$ cat src/rtl/bam_pkg.sv
// Shared types and codes for the battery ADC monitor.
package bam_pkg;

  localparam logic [1:0] CMD_LOAD = 2'd0;
  localparam logic [1:0] CMD_VOLT = 2'd1;
  localparam logic [1:0] CMD_TEMP = 2'd2;

  localparam logic [1:0] TBL_PERCENT = 2'd0;
  localparam logic [1:0] TBL_VOLT    = 2'd1;
  localparam logic [1:0] TBL_TEMP    = 2'd2;
  localparam int unsigned NUM_TABLES = 3;

  // The moving-average depth is a power of two, so the average is a shift.
  localparam int AVG_DEPTH = 4;

  localparam logic [1:0] HEALTH_GOOD = 2'd0;
  localparam logic [1:0] HEALTH_COLD = 2'd1;
  localparam logic [1:0] HEALTH_HOT  = 2'd2;

  localparam logic [2:0] REG_PERCENT_POINTS = 3'd0;
  localparam logic [2:0] REG_VOLTAGE_POINTS = 3'd1;
  localparam logic [2:0] REG_TEMP_POINTS    = 3'd2;
  localparam logic [2:0] REG_COLD_ENTER     = 3'd3;
  localparam logic [2:0] REG_COLD_EXIT      = 3'd4;
  localparam logic [2:0] REG_HOT_EXIT       = 3'd5;
  localparam logic [2:0] REG_HOT_ENTER      = 3'd6;

  typedef struct packed {
    logic [1:0]         command;
    logic [1:0]         table_select;
    logic [3:0]         point_index;
    logic [11:0]        point_adc;
    logic signed [31:0] point_value;
    logic [11:0]        adc_sample;
  } in_t;

  typedef struct packed {
    logic               result_kind;
    logic [11:0]        averaged_count;
    logic signed [31:0] level_value;
    logic signed [31:0] charge_value;
    logic [1:0]         health_state;
    logic               health_changed;
  } out_t;

  typedef struct packed {
    logic [11:0]        adc;
    logic signed [31:0] value;
  } entry_t;

  typedef enum logic [3:0] {
    ST_IDLE,
    ST_AVG,
    ST_MAP_INIT,
    ST_FETCH_A,
    ST_FETCH_B,
    ST_FETCH_C,
    ST_SEARCH,
    ST_SLOPE,
    ST_SLOPE_WAIT,
    ST_MUL,
    ST_ADD,
    ST_OUT
  } state_t;

endpackage

$ cat src/rtl/bam_tab.sv
// Threshold point memory for the three mapping tables, registered read.
module bam_tab
  import bam_pkg::*;
#(
  parameter int MAX_POINTS = 16
) (
  input  logic                                  clk,
  input  logic                                  we,
  input  logic [$clog2(3*MAX_POINTS)-1:0]       waddr,
  input  entry_t                                wdata,
  input  logic [$clog2(3*MAX_POINTS)-1:0]       raddr,
  output entry_t                                rdata
);

  localparam int DEPTH = NUM_TABLES * MAX_POINTS;

  entry_t mem [DEPTH];
  entry_t rdata_r;

  always_ff @(posedge clk) begin
    if (we) begin
      mem[waddr] <= wdata;
    end
    rdata_r <= mem[raddr];
  end

  assign rdata = rdata_r;

endmodule

$ cat src/rtl/bam_div.sv
// Shared signed divider, one quotient bit per cycle, truncating toward zero.
module bam_div (
  input  logic               clk,
  input  logic               rst_n,
  input  logic               start,
  input  logic signed [31:0] dividend,
  input  logic signed [12:0] divisor,
  output logic               done,
  output logic signed [31:0] quotient
);

  logic        busy_r;
  logic [4:0]  cnt_r;
  logic [31:0] q_r;
  logic [12:0] rem_r;
  logic [12:0] dmag_r;
  logic        neg_r;
  logic        done_r;
  logic [31:0] quot_r;
  logic [13:0] rem_sh;
  logic        ge;
  logic [13:0] rem_nxt;
  logic [31:0] q_nxt;

  always_comb begin
    rem_sh  = {rem_r, q_r[31]};
    ge      = rem_sh >= {1'b0, dmag_r};
    rem_nxt = ge ? (rem_sh - {1'b0, dmag_r}) : rem_sh;
    q_nxt   = {q_r[30:0], ge};
  end

  always_ff @(posedge clk) begin
    if (!rst_n) begin
      busy_r <= 1'b0;
      done_r <= 1'b0;
      cnt_r  <= '0;
    end else begin
      done_r <= 1'b0;
      if (start) begin
        busy_r <= 1'b1;
        cnt_r  <= '0;
        q_r    <= dividend[31] ? (32'd0 - dividend) : dividend;
        dmag_r <= divisor[12] ? (13'd0 - divisor) : divisor;
        neg_r  <= dividend[31] ^ divisor[12];
        rem_r  <= '0;
      end else if (busy_r) begin
        q_r   <= q_nxt;
        rem_r <= rem_nxt[12:0];
        cnt_r <= cnt_r + 5'd1;
        if (cnt_r == 5'd31) begin
          busy_r <= 1'b0;
          done_r <= 1'b1;
          quot_r <= neg_r ? (32'd0 - q_nxt) : q_nxt;
        end
      end
    end
  end

  assign done     = done_r;
  assign quotient = quot_r;

endmodule

$ cat src/rtl/battery_adc_monitor.sv
// Battery ADC monitor: moving average, table mapping and temperature health.
// A load request is written at its accept edge and busy stays low. A sample request holds
// busy through the averaging and one table mapping (temperature) or two (voltage), each a
// binary search plus, when the segment needs it, the shared one-bit-per-cycle slope divider.
// The result strobe follows in the next cycle, when a new request may be accepted.
// Synchronous active-low reset clears rings, sums and health and loads the configuration defaults.
module battery_adc_monitor
  import bam_pkg::*;
#(
  parameter int MAX_POINTS = 16,
  parameter int ADC_BITS   = 12
) (
  input  logic        clk,
  input  logic        rst_n,
  input  logic        start,
  output logic        busy,
  input  in_t         in_data,
  output logic        out_valid,
  output out_t        out_data,
  input  logic        psel,
  input  logic        penable,
  input  logic        pwrite,
  input  logic [4:0]  paddr,
  input  logic [31:0] pwdata,
  output logic [31:0] prdata,
  output logic        pready
);

  localparam int N_W    = $clog2(MAX_POINTS + 1);
  localparam int ADDR_W = $clog2(3 * MAX_POINTS);
  localparam int SLOT_W = (AVG_DEPTH > 1) ? $clog2(AVG_DEPTH) : 1;
  localparam int SUM_W  = 12 + SLOT_W + 1;
  localparam logic [11:0] ADC_MASK = 12'((64'd1 << ADC_BITS) - 64'd1);

  // Configuration registers
  logic [4:0]         pts_r [NUM_TABLES];
  logic signed [31:0] cold_enter_r, cold_exit_r, hot_exit_r, hot_enter_r;
  logic               cfg_we;

  assign pready = 1'b1;
  assign cfg_we = psel && penable && pwrite;

  always_ff @(posedge clk) begin
    if (!rst_n) begin
      pts_r[0]     <= 5'd2;
      pts_r[1]     <= 5'd2;
      pts_r[2]     <= 5'd2;
      cold_enter_r <= -32'sd5000;
      cold_exit_r  <= 32'sd0;
      hot_exit_r   <= 32'sd40000;
      hot_enter_r  <= 32'sd45000;
    end else if (cfg_we) begin
      unique case (paddr[4:2])
        REG_PERCENT_POINTS: pts_r[0]     <= pwdata[4:0];
        REG_VOLTAGE_POINTS: pts_r[1]     <= pwdata[4:0];
        REG_TEMP_POINTS:    pts_r[2]     <= pwdata[4:0];
        REG_COLD_ENTER:     cold_enter_r <= pwdata;
        REG_COLD_EXIT:      cold_exit_r  <= pwdata;
        REG_HOT_EXIT:       hot_exit_r   <= pwdata;
        REG_HOT_ENTER:      hot_enter_r  <= pwdata;
        default: ;
      endcase
    end
  end

  always_comb begin
    unique case (paddr[4:2])
      REG_PERCENT_POINTS: prdata = {27'd0, pts_r[0]};
      REG_VOLTAGE_POINTS: prdata = {27'd0, pts_r[1]};
      REG_TEMP_POINTS:    prdata = {27'd0, pts_r[2]};
      REG_COLD_ENTER:     prdata = cold_enter_r;
      REG_COLD_EXIT:      prdata = cold_exit_r;
      REG_HOT_EXIT:       prdata = hot_exit_r;
      REG_HOT_ENTER:      prdata = hot_enter_r;
      default:            prdata = 32'd0;
    endcase
  end

  // Sequencer state and datapath registers
  state_t             state_r, state_nxt;
  logic               kind_r;
  logic               pass_r;
  logic [11:0]        sample_r;
  logic [11:0]        avg_r;
  logic [1:0]         tsel_r;
  logic [N_W-1:0]     n_r, lo_r, hi_r;
  logic               fin_r;
  entry_t             ent_a_r, ent_b_r;
  logic [11:0]        start_r;
  logic signed [31:0] base_r, slope_r, prod_r, level_r, charge_r;
  logic [1:0]         health_r;
  logic               out_valid_r;
  out_t               out_data_r;

  logic [11:0]        ring_r [2][AVG_DEPTH];
  logic [SLOT_W-1:0]  slot_r [2];
  logic [SUM_W-1:0]   sum_r  [2];

  logic accept;
  assign accept = start && !busy;
  assign busy   = (state_r != ST_IDLE);

  // Table memory
  logic              tbl_we;
  logic [ADDR_W-1:0] tbl_waddr, tbl_raddr;
  entry_t            tbl_wdata, tbl_rdata;

  assign tbl_we = accept && (in_data.command == CMD_LOAD) &&
                  (32'(in_data.table_select) < NUM_TABLES) &&
                  (32'(in_data.point_index) < MAX_POINTS);
  assign tbl_waddr = ADDR_W'(32'(in_data.table_select) * MAX_POINTS +
                             32'(in_data.point_index));
  assign tbl_wdata = '{adc: in_data.point_adc & ADC_MASK, value: in_data.point_value};

  bam_tab #(.MAX_POINTS(MAX_POINTS)) u_tab (
    .clk   (clk),
    .we    (tbl_we),
    .waddr (tbl_waddr),
    .wdata (tbl_wdata),
    .raddr (tbl_raddr),
    .rdata (tbl_rdata)
  );

  // Search index arithmetic
  logic [N_W:0]   mid_sum;
  logic [N_W-1:0] mid, k, idx_a, idx_b;
  logic           k_top;

  always_comb begin
    mid_sum = {1'b0, lo_r} + {1'b0, hi_r};
    mid     = mid_sum[N_W:1];
    k       = fin_r ? lo_r : mid;
    k_top   = (k >= n_r);
    idx_a   = k_top ? (n_r - 1'b1) : ((k == '0) ? '0 : (k - 1'b1));
    idx_b   = k_top ? (n_r - 1'b1) : k;
    tbl_raddr = ADDR_W'(32'(tsel_r) * MAX_POINTS +
                        32'((state_r == ST_FETCH_A) ? idx_a : idx_b));
  end

  // Segment evaluation
  logic [11:0]        seg_start, seg_end;
  logic               below, above;
  logic [N_W-1:0]     lo_nxt, hi_nxt;
  logic signed [12:0] ar;
  logic signed [31:0] vr;
  logic               slope_div;

  always_comb begin
    seg_start = (k == '0) ? 12'd0 : ent_a_r.adc;
    seg_end   = (k == '0) ? ent_a_r.adc : ent_b_r.adc;
    below     = avg_r < seg_start;
    above     = !k_top && (avg_r >= seg_end);
    lo_nxt    = lo_r;
    hi_nxt    = hi_r;
    if (below) begin
      hi_nxt = (mid == lo_r) ? lo_r : (mid - 1'b1);
    end else if (above) begin
      lo_nxt = mid + 1'b1;
    end else begin
      lo_nxt = mid;
      hi_nxt = mid;
    end
    ar        = $signed({1'b0, ent_b_r.adc}) - $signed({1'b0, ent_a_r.adc});
    vr        = ent_b_r.value - ent_a_r.value;
    slope_div = (k != '0) && !k_top && (ar != 13'sd0);
  end

  // Moving average
  logic [SUM_W-1:0] sum_nxt;
  always_comb begin
    sum_nxt = sum_r[kind_r] - SUM_W'(ring_r[kind_r][slot_r[kind_r]]) + SUM_W'(sample_r);
  end

  // Shared divider: one slope per mapping
  logic               div_start, div_done;
  logic signed [31:0] div_quot;

  always_comb begin
    div_start = (state_r == ST_SLOPE) && slope_div;
  end

  bam_div u_div (
    .clk      (clk),
    .rst_n    (rst_n),
    .start    (div_start),
    .dividend (vr),
    .divisor  (ar),
    .done     (div_done),
    .quotient (div_quot)
  );

  // Point count clamp and health update
  logic [N_W-1:0]     n_clamp;
  logic signed [31:0] map_res;
  logic [1:0]         health_nxt;

  always_comb begin
    if (pts_r[tsel_r] < 5'd2) begin
      n_clamp = N_W'(2);
    end else if (32'(pts_r[tsel_r]) > MAX_POINTS) begin
      n_clamp = N_W'(MAX_POINTS);
    end else begin
      n_clamp = N_W'(pts_r[tsel_r]);
    end
    map_res    = base_r + prod_r;
    health_nxt = health_r;
    if (level_r <= cold_enter_r) health_nxt = HEALTH_COLD;
    if (level_r >= hot_enter_r)  health_nxt = HEALTH_HOT;
    if (level_r >= cold_exit_r && level_r <= hot_exit_r) health_nxt = HEALTH_GOOD;
  end

  // Next state
  always_comb begin
    state_nxt = state_r;
    unique case (state_r)
      ST_IDLE: begin
        if (accept && (in_data.command == CMD_VOLT || in_data.command == CMD_TEMP)) begin
          state_nxt = ST_AVG;
        end
      end
      ST_AVG:        state_nxt = ST_MAP_INIT;
      ST_MAP_INIT:   state_nxt = ST_FETCH_A;
      ST_FETCH_A:    state_nxt = ST_FETCH_B;
      ST_FETCH_B:    state_nxt = ST_FETCH_C;
      ST_FETCH_C:    state_nxt = fin_r ? ST_SLOPE : ST_SEARCH;
      ST_SEARCH:     state_nxt = ST_FETCH_A;
      ST_SLOPE:      state_nxt = slope_div ? ST_SLOPE_WAIT : ST_MUL;
      ST_SLOPE_WAIT: if (div_done) state_nxt = ST_MUL;
      ST_MUL:        state_nxt = ST_ADD;
      ST_ADD:        state_nxt = (!pass_r && !kind_r) ? ST_MAP_INIT : ST_OUT;
      ST_OUT:        state_nxt = ST_IDLE;
      default:       state_nxt = ST_IDLE;
    endcase
  end

  // Control registers
  always_ff @(posedge clk) begin
    if (!rst_n) begin
      state_r     <= ST_IDLE;
      out_valid_r <= 1'b0;
      health_r    <= HEALTH_GOOD;
      for (int c = 0; c < 2; c++) begin
        slot_r[c] <= '0;
        sum_r[c]  <= '0;
        for (int i = 0; i < AVG_DEPTH; i++) begin
          ring_r[c][i] <= '0;
        end
      end
    end else begin
      state_r     <= state_nxt;
      out_valid_r <= (state_r == ST_OUT);
      if (state_r == ST_AVG) begin
        ring_r[kind_r][slot_r[kind_r]] <= sample_r;
        sum_r[kind_r]                  <= sum_nxt;
        slot_r[kind_r] <= (32'(slot_r[kind_r]) == AVG_DEPTH - 1) ? '0
                          : (slot_r[kind_r] + 1'b1);
      end
      if (state_r == ST_OUT && kind_r) begin
        health_r <= health_nxt;
      end
    end
  end

  // Datapath registers
  always_ff @(posedge clk) begin
    unique case (state_r)
      ST_IDLE: begin
        kind_r   <= (in_data.command == CMD_TEMP);
        sample_r <= in_data.adc_sample & ADC_MASK;
        tsel_r   <= (in_data.command == CMD_TEMP) ? TBL_TEMP : TBL_VOLT;
        pass_r   <= 1'b0;
        charge_r <= 32'sd0;
      end
      ST_AVG: avg_r <= 12'(sum_nxt >> SLOT_W);
      ST_MAP_INIT: begin
        n_r   <= n_clamp;
        lo_r  <= '0;
        hi_r  <= n_clamp;
        fin_r <= 1'b0;
      end
      ST_FETCH_B: ent_a_r <= tbl_rdata;
      ST_FETCH_C: ent_b_r <= tbl_rdata;
      ST_SEARCH: begin
        lo_r  <= lo_nxt;
        hi_r  <= hi_nxt;
        fin_r <= (lo_nxt == hi_nxt);
      end
      ST_SLOPE: begin
        start_r <= seg_start;
        base_r  <= ent_a_r.value;
        slope_r <= 32'sd0;
      end
      ST_SLOPE_WAIT: if (div_done) slope_r <= div_quot;
      ST_MUL: begin
        prod_r <= 32'(($signed({1'b0, avg_r}) - $signed({1'b0, start_r})) * slope_r);
      end
      ST_ADD: begin
        if (!pass_r) begin
          level_r <= map_res;
          tsel_r  <= TBL_PERCENT;
          pass_r  <= 1'b1;
        end else begin
          charge_r <= map_res;
        end
      end
      ST_OUT: begin
        out_data_r.result_kind    <= kind_r;
        out_data_r.averaged_count <= avg_r;
        out_data_r.level_value    <= level_r;
        out_data_r.charge_value   <= charge_r;
        out_data_r.health_state   <= kind_r ? health_nxt : health_r;
        out_data_r.health_changed <= kind_r && (health_nxt != health_r);
      end
      default: ;
    endcase
  end

  assign out_valid = out_valid_r;
  assign out_data  = out_data_r;

endmodule

$ cat config.mk
export PLATFORM = sky130hd
export DESIGN_NAME = battery_adc_monitor
export DESIGN_NICKNAME = d
export VERILOG_FILES = /design/src/rtl/bam_pkg.sv /design/src/rtl/bam_tab.sv /design/src/rtl/bam_div.sv /design/src/rtl/battery_adc_monitor.sv
export SDC_FILE = /design/constraint.sdc
export NUM_CORES = 2
export LEC_CHECK = 0
export CAP_MARGIN = 20
export CORE_ASPECT_RATIO = 0.7
export CORE_MARGIN = 3
export CORE_UTILIZATION = 30
export CTS_BUF_LIST = sky130_fd_sc_hd__clkbuf_2
export DETAILED_ROUTE_END_ITERATION = 6
export DONT_BUFFER_PORTS = 1
export PLACE_DENSITY = 0.43
export SLEW_MARGIN = 25
export SYNTH_ARGS = -nofsm -noshare
export SYNTH_HDL_FRONTEND = slang
export SYNTH_HIERARCHICAL = 1
export SYNTH_SLANG_ARGS = --single-unit
$ cat constraint.sdc
create_clock -name clk -period 10.65 [get_ports clk]
set_input_delay 2.13 -clock clk [delete_from_list [all_inputs] [get_ports clk]]
set_output_delay 2.13 -clock clk [all_outputs]
set_load 0.01 [all_outputs]
Word level (Yosys, flattened, before mapping)
Memories as Yosys holds them, arrays and structs flattened. A register that Yosys moved wholly into a read port is not among the register bits.
Cells that the tools add are included.
Cells by class
  add/sub/neg operators: 19
  multipliers: 1
  $lt $le $gt $ge: 13
  equality and inequality tests: 28
  multiplexer cells: 88
  bitwise gates (word level): 9
  reductions and logical operators: 49
Operators with widths (count)
  $pmux 32 s7: 1
  $mux 32: 6
  $mux 48: 3
  $pmux 32 s2: 2
  $mux 5: 15
  $mux 12: 6
  $ge 32x32->1: 2
  $le 32x32->1: 2
  $sub 1x32->32 const A: 2
  $reduce_or 48->1: 1
  $pmux 4 s10: 1
  $add 32x32->32: 1
  $mul 13x32->32: 1
  $mux 1: 32
  $sub 32x32->32: 1
  $mux 13: 2
  $sub 12x12->13: 2
  $bmux 12 s2: 1
  $demux 12 s2: 1
  $reduce_and 2->1: 11
  $pmux 5 s2: 2
  $mux 2: 9
  $eq 4x3->1 const B: 4
  $eq 4x4->1 const B: 4
  other kinds (54): 95
Storage, ports and cells
  flip-flop bits (word level): 617
  bits in writable memories: 2257
  input bits: 107
  output and inout bits: 115
  logic and storage cells: 253
  memories kept: 5
Memories
  u_tab.mem: depth 48, bits a word 44, rd ports 1, clocked after Yosys merged registers in 1, wr ports 1, line bam_tab.sv:17  | entry_t mem [DEPTH];
  ring_r: depth 2, bits a word 48, rd ports 1, clocked after Yosys merged registers in 1, wr ports 2, line battery_adc_monitor.sv:95  | logic [11:0] ring_r [2][AVG_DEPTH];
  sum_r: depth 2, bits a word 15, rd ports 1, clocked after Yosys merged registers in 1, wr ports 2, line battery_adc_monitor.sv:97  | logic [SUM_W-1:0] sum_r [2];
  pts_r: depth 3, bits a word 5, rd ports 4, clocked after Yosys merged registers in 1, wr ports 3, line battery_adc_monitor.sv:36  | logic [4:0] pts_r [NUM_TABLES];
  slot_r: depth 2, bits a word 2, rd ports 1, clocked after Yosys merged registers in 1, wr ports 2, line battery_adc_monitor.sv:96  | logic [SLOT_W-1:0] slot_r [2];

Logic depth before layout (Yosys ltp)
  word-level depth: 10
  mapped depth: 35
  mapped depth without buffers: 34

Cells and area by module
Netlist, hierarchy kept.
Modules (own cells, without submodules)
  bam_tab: times used 1, cells an instance 3462, area an instance 81255.4 um^2, sequential area each 64301.7 um^2
  battery_adc_monitor: times used 1, cells an instance 4246, area an instance 43978.4 um^2, sequential area each 18587.8 um^2
  bam_div: times used 1, cells an instance 544, area an instance 5733.0 um^2, sequential area each 2872.8 um^2

Least setup slack after synthesis
No wires, ideal clock.
  path kind: reg2reg
  start: register avg_r[0]
  end: register prod_r[30], data pin
  setup time: 0.262 ns
  arrival time: 7.538 ns
  data required time: 10.388 ns
  path slack: 2.849 ns
  cell stages (with the launch flop): 33
  buffers on the path: 1
  clock period less this slack: 7.801 ns
  cell sequence: edfxtp_1 -> inv_1 -> ha_1 -> fa_1 -> nand2b_1 -> a21oi_1 -> o21a_1 -> o21ai_1 -> a21oi_1 -> a21o_1 -> a21oi_1 -> o21ai_0 -> clkbuf_1 -> nor2_1 -> fa_1 -> fa_1 -> fa_1 -> fa_1 -> fa_1 -> ha_1 -> ha_1 -> a21o_1 -> a21oi_1 -> o21bai_2 -> a2111oi_2 -> or3_1 -> o21ai_1 -> a21oi_1 -> a21oi_1 -> and4_1 -> a2111oi_4 -> a21oi_1 -> xor2_1
Between the ends
  word-level cells in the longest chain between the ends: 2
RTL lines
  from (decl): line battery_adc_monitor.sv:84  | logic [11:0] avg_r;
  from (signal assigned): line battery_adc_monitor.sv:274  | ST_AVG: avg_r <= 12'(sum_nxt >> SLOT_W);
  $sub 12x12->13: line battery_adc_monitor.sv:295  | prod_r <= 32'(($signed({1'b0, avg_r}) - $signed({1'b0, start_r})) * slope_r);
  $mul 13x32->32: line battery_adc_monitor.sv:295
  to (signal assigned): line battery_adc_monitor.sv:295
  to (decl): line battery_adc_monitor.sv:90  | logic signed [31:0] base_r, slope_r, prod_r, level_r, charge_r;
No other way between the ends.
A chain may end at the register's enable or synchronous reset.

Worst setup path after layout
Ends and elaborated chain as after synthesis.

==> metrics.cfg <==
[outcome]
outcome = finished, final reports clean

[logic_synthesis]
synth-edff-count = 2730
avgSynthCellArea_um2 = 15.87
synth_nets = 9003
synth_seq_cells = 2919
synthesis.area_mm2 = 0.1310
syn_inst = 8252
yosysSeqAreaShare_pct = 65.48
yosysWarnings = 6
yosys.cell_types.count = 96
async_reset_ff_share_pct = 0
yosys_most_used_dff = edfxtp_1

[sta]
worst_pin_slew_ns = 1.072
slew_violations = 0
holdWs_ns = 0.3076
period_needed_ns = 9.158
slew_headroom_pct = 28.52
finalSetupViolCount = 0
setup_tns_ns = 0
rsz0062_at_grt = false
min_period_over_period_pct = 85.99
fin_skew_ns = 0.2644
setup_ws_ns = 1.492
max_freq_mhz = 109.2
finalHoldViolCount = 0

[floorplanning]
num_rows = 202
die_w_um = 795.7
die_h_um = 558.8
design.core.area_mm2 = 0.4337
fp.dieArea_mm2 = 0.4446
ios = 222
initial_core_util_pct = 30.20

[clock_tree]
cts_buffers = 707
post_cts_buffers = 0
clk_path_buf_depth = 4
insertion_delay_ns = 1.98
cts-root-buf = clkbuf_2
cts_tree = done
cts_hold_buf = 103
clk_pin_slew_worst_paths_ns = 0.12
cts_sinks = 2919
cts_htree_levels = 6
cts_resized = 0

[global_routing]
grt_use_total_pct = 18.15
antenna_found_initial = 49
first_global_vias = 76780
grt_overflow = 0
grt_pass1_wl_um = 577800
grt_start_max_net_pins = 108

[worst_setup_path]
r2r-start = avg_r[0]$_DFFE_PN_
end_kind = flip-flop
cp_slowest_stage_delay_ns = 0.61
critPathLaunch = avg_r[0]$_DFFE_PN_
cpMostUsedCell = fa_1
worstSetupPathType = reg -> reg
required_ns = 12.21
cp-endpoint = prod_r[30]$_DFFE_PP_
worst-r2r-cell-count = 31
worst-path-max-fanout = 11
cp-start-kind = flip-flop
reg2reg_slack_ns = 1.49
rr_endpoint = prod_r[30]$_DFFE_PP_
slowest_stage = xor2_2
arrival_ns = 10.71

[placement]
dp_hpwl_um = 242100
pre_cts_ws_ns = 1.418
finalWeightedCongestion = 0.8032
io_buffers = 0

[layout]
drive_gt1_share_pct = 21.03
final_nets = 9592
layout-area-overhead-vs-synth_pct = 11.58

[flow_run]
drv_cap = 0

[route]
wl_um = 411400
wl_per_cell_um = 27.08
viasPerCell = 4.984
vias = 75710
dr.first_iter.drc_count = 6999
route.detailed.drc = 0
detail-route-antenna-nets = 0
firstDrtPassIters = 6

[min_path]
hp-class = in -> reg
holdPathStages = 0

synthesized netlist by cell type, types with 27 or more instances:
master / number / area (um^2)
buf_2: 61 / 305.3
o21ai_0: 129 / 645.6
mux4_2: 530 / 11940
xnor2_1: 144 / 1261
nor3_1: 60 / 300.3
o221ai_1: 50 / 437.9
xor2_1: 79 / 691.9
mux2i_1: 233 / 2332
inv_1: 560 / 2102
dfxtp_1: 189 / 3784
nand3_1: 57 / 285.3
fa_1: 276 / 5525
a21o_1: 110 / 825.8
edfxtp_1: 2730 / 81980
buf_1: 29 / 108.9
o211ai_1: 52 / 390.4
and2_1: 154 / 963.4
nor2b_1: 76 / 475.5
nand2_1: 714 / 2680
nand2b_1: 80 / 500.5
nand4_1: 41 / 256.5
o21ai_1: 58 / 290.3
ha_1: 368 / 4604
and3_1: 27 / 168.9
a21oi_1: 327 / 1637
a22oi_1: 55 / 412.9
clkbuf_1: 238 / 893.4
o21a_1: 28 / 210.2
o22ai_1: 97 / 606.8
buf_4: 33 / 247.7
o31ai_1: 34 / 255.2
nor2_1: 334 / 1254
per-layer routing:
metal / part of all wire, % / GRT usage [%]
met5: 0.012 / 0
met4: 2.0 / 4.158
met3: 7.7 / 4.330
met2: 43 / 26.66
met1: 48 / 27.12
state kept, by name (all words and copies together) (netlist names), 44 cells and up, named ones only:
name / count
ent_a_r: 44
ent_b_r: 44
out_data: 80
ring_r: 96
u_tab/mem: 2112
u_tab/rdata: 44
how the worst min path moves through the flow:
stage | start | endpoint | slack, ns
6_report | in_data[48] | u_tab/mem[14][36]$_DFFE_PP_ | 0.31
5_1_grt | in_data[40] | u_tab/mem[9][28]$_DFFE_PP_ | 0.05
4_1_cts | in_data[53] | u_tab/mem[15][41]$_DFFE_PP_ | 0.00005
3_5_place_dp | charge_r[19]$_SDFFCE_PN0P_ | out_data[22]$_DFFE_PP_ | 0.40
3_3_place_gp | charge_r[30]$_SDFFCE_PN0P_ | out_data[33]$_DFFE_PP_ | 0.41
2_1_floorplan | charge_r[7]$_SDFFCE_PN0P_ | out_data[10]$_DFFE_PP_ | 0.40
cell type report:
| class | instances | area (um^2) |
|---|---|---|
| Antenna cell | 34 | 85.08 |
| Clock buffer | 1038 | 5195 |
| Clock inverter | 173 | 1356 |
| Fill cell | 42380 | 287600 |
| Inverter | 561 | 2108 |
| Multi-Input combinational cell | 4399 | 42010 |
| Sequential cell | 2919 | 85760 |
| Tap cell | 5814 | 7274 |
| Timing Repair Buffer | 253 | 2338 |
critical path: cells and delay by family (launching register included):
family,cells,cell delay [ns]
XOR/XNOR,2,0.76
AO/OA/AOI/OAI,11,2.31
flip-flops,1,0.46
AND/OR/NAND/NOR,4,0.81
adder cells (fa/ha/maj),9,3.76
buffers and inverters,5,0.82
logic make-up (layout without fill, tap and decap cells):
logic type / Yosys count / in the layout / synth area share, %
other: 1 / 35 / 0.002863
AO/OA/AOI/OAI: 1096 / 1096 / 5.442
multiplexers: 773 / 773 / 10.98
flip-flops: 2919 / 2919 / 65.48
AND/OR/NAND/NOR: 1658 / 1658 / 5.917
buffers and inverters: 934 / 2025 / 2.899
adder cells (fa/ha/maj): 644 / 644 / 7.735
XOR/XNOR: 227 / 227 / 1.541
per-stage QoR:
step	cell area (um^2)	std cells	util (%)
floorplan	131000	8252	-
global placement	138400	13840	31.91
detailed placement	138400	13840	31.92
CTS	146100	15160	33.68
global route	146100	15160	33.68
finish	146100	15190	33.69
placed cells by master, fill, tap and decap left out, drive strengths merged, types with 92 or more instances in the layout:
master | Yosys | routed
dfxtp | 189 | 189
and2 | 154 | 154
clkinv | 1 | 129
a21o | 110 | 110
a21oi | 333 | 333
nor2 | 334 | 334
nand2 | 714 | 714
mux2i | 233 | 233
edfxtp | 2730 | 2730
o21ai | 190 | 190
dlygate4sd3 | 0 | 92
buf | 135 | 161
xnor2 | 146 | 146
ha | 368 | 368
clkbuf | 238 | 1038
o22ai | 97 | 97
fa | 276 | 276
mux4 | 530 | 530
inv | 560 | 571
Power is not shown: default switching activity piles up to over one toggle a cycle in this logic, so the estimate is an artifact.
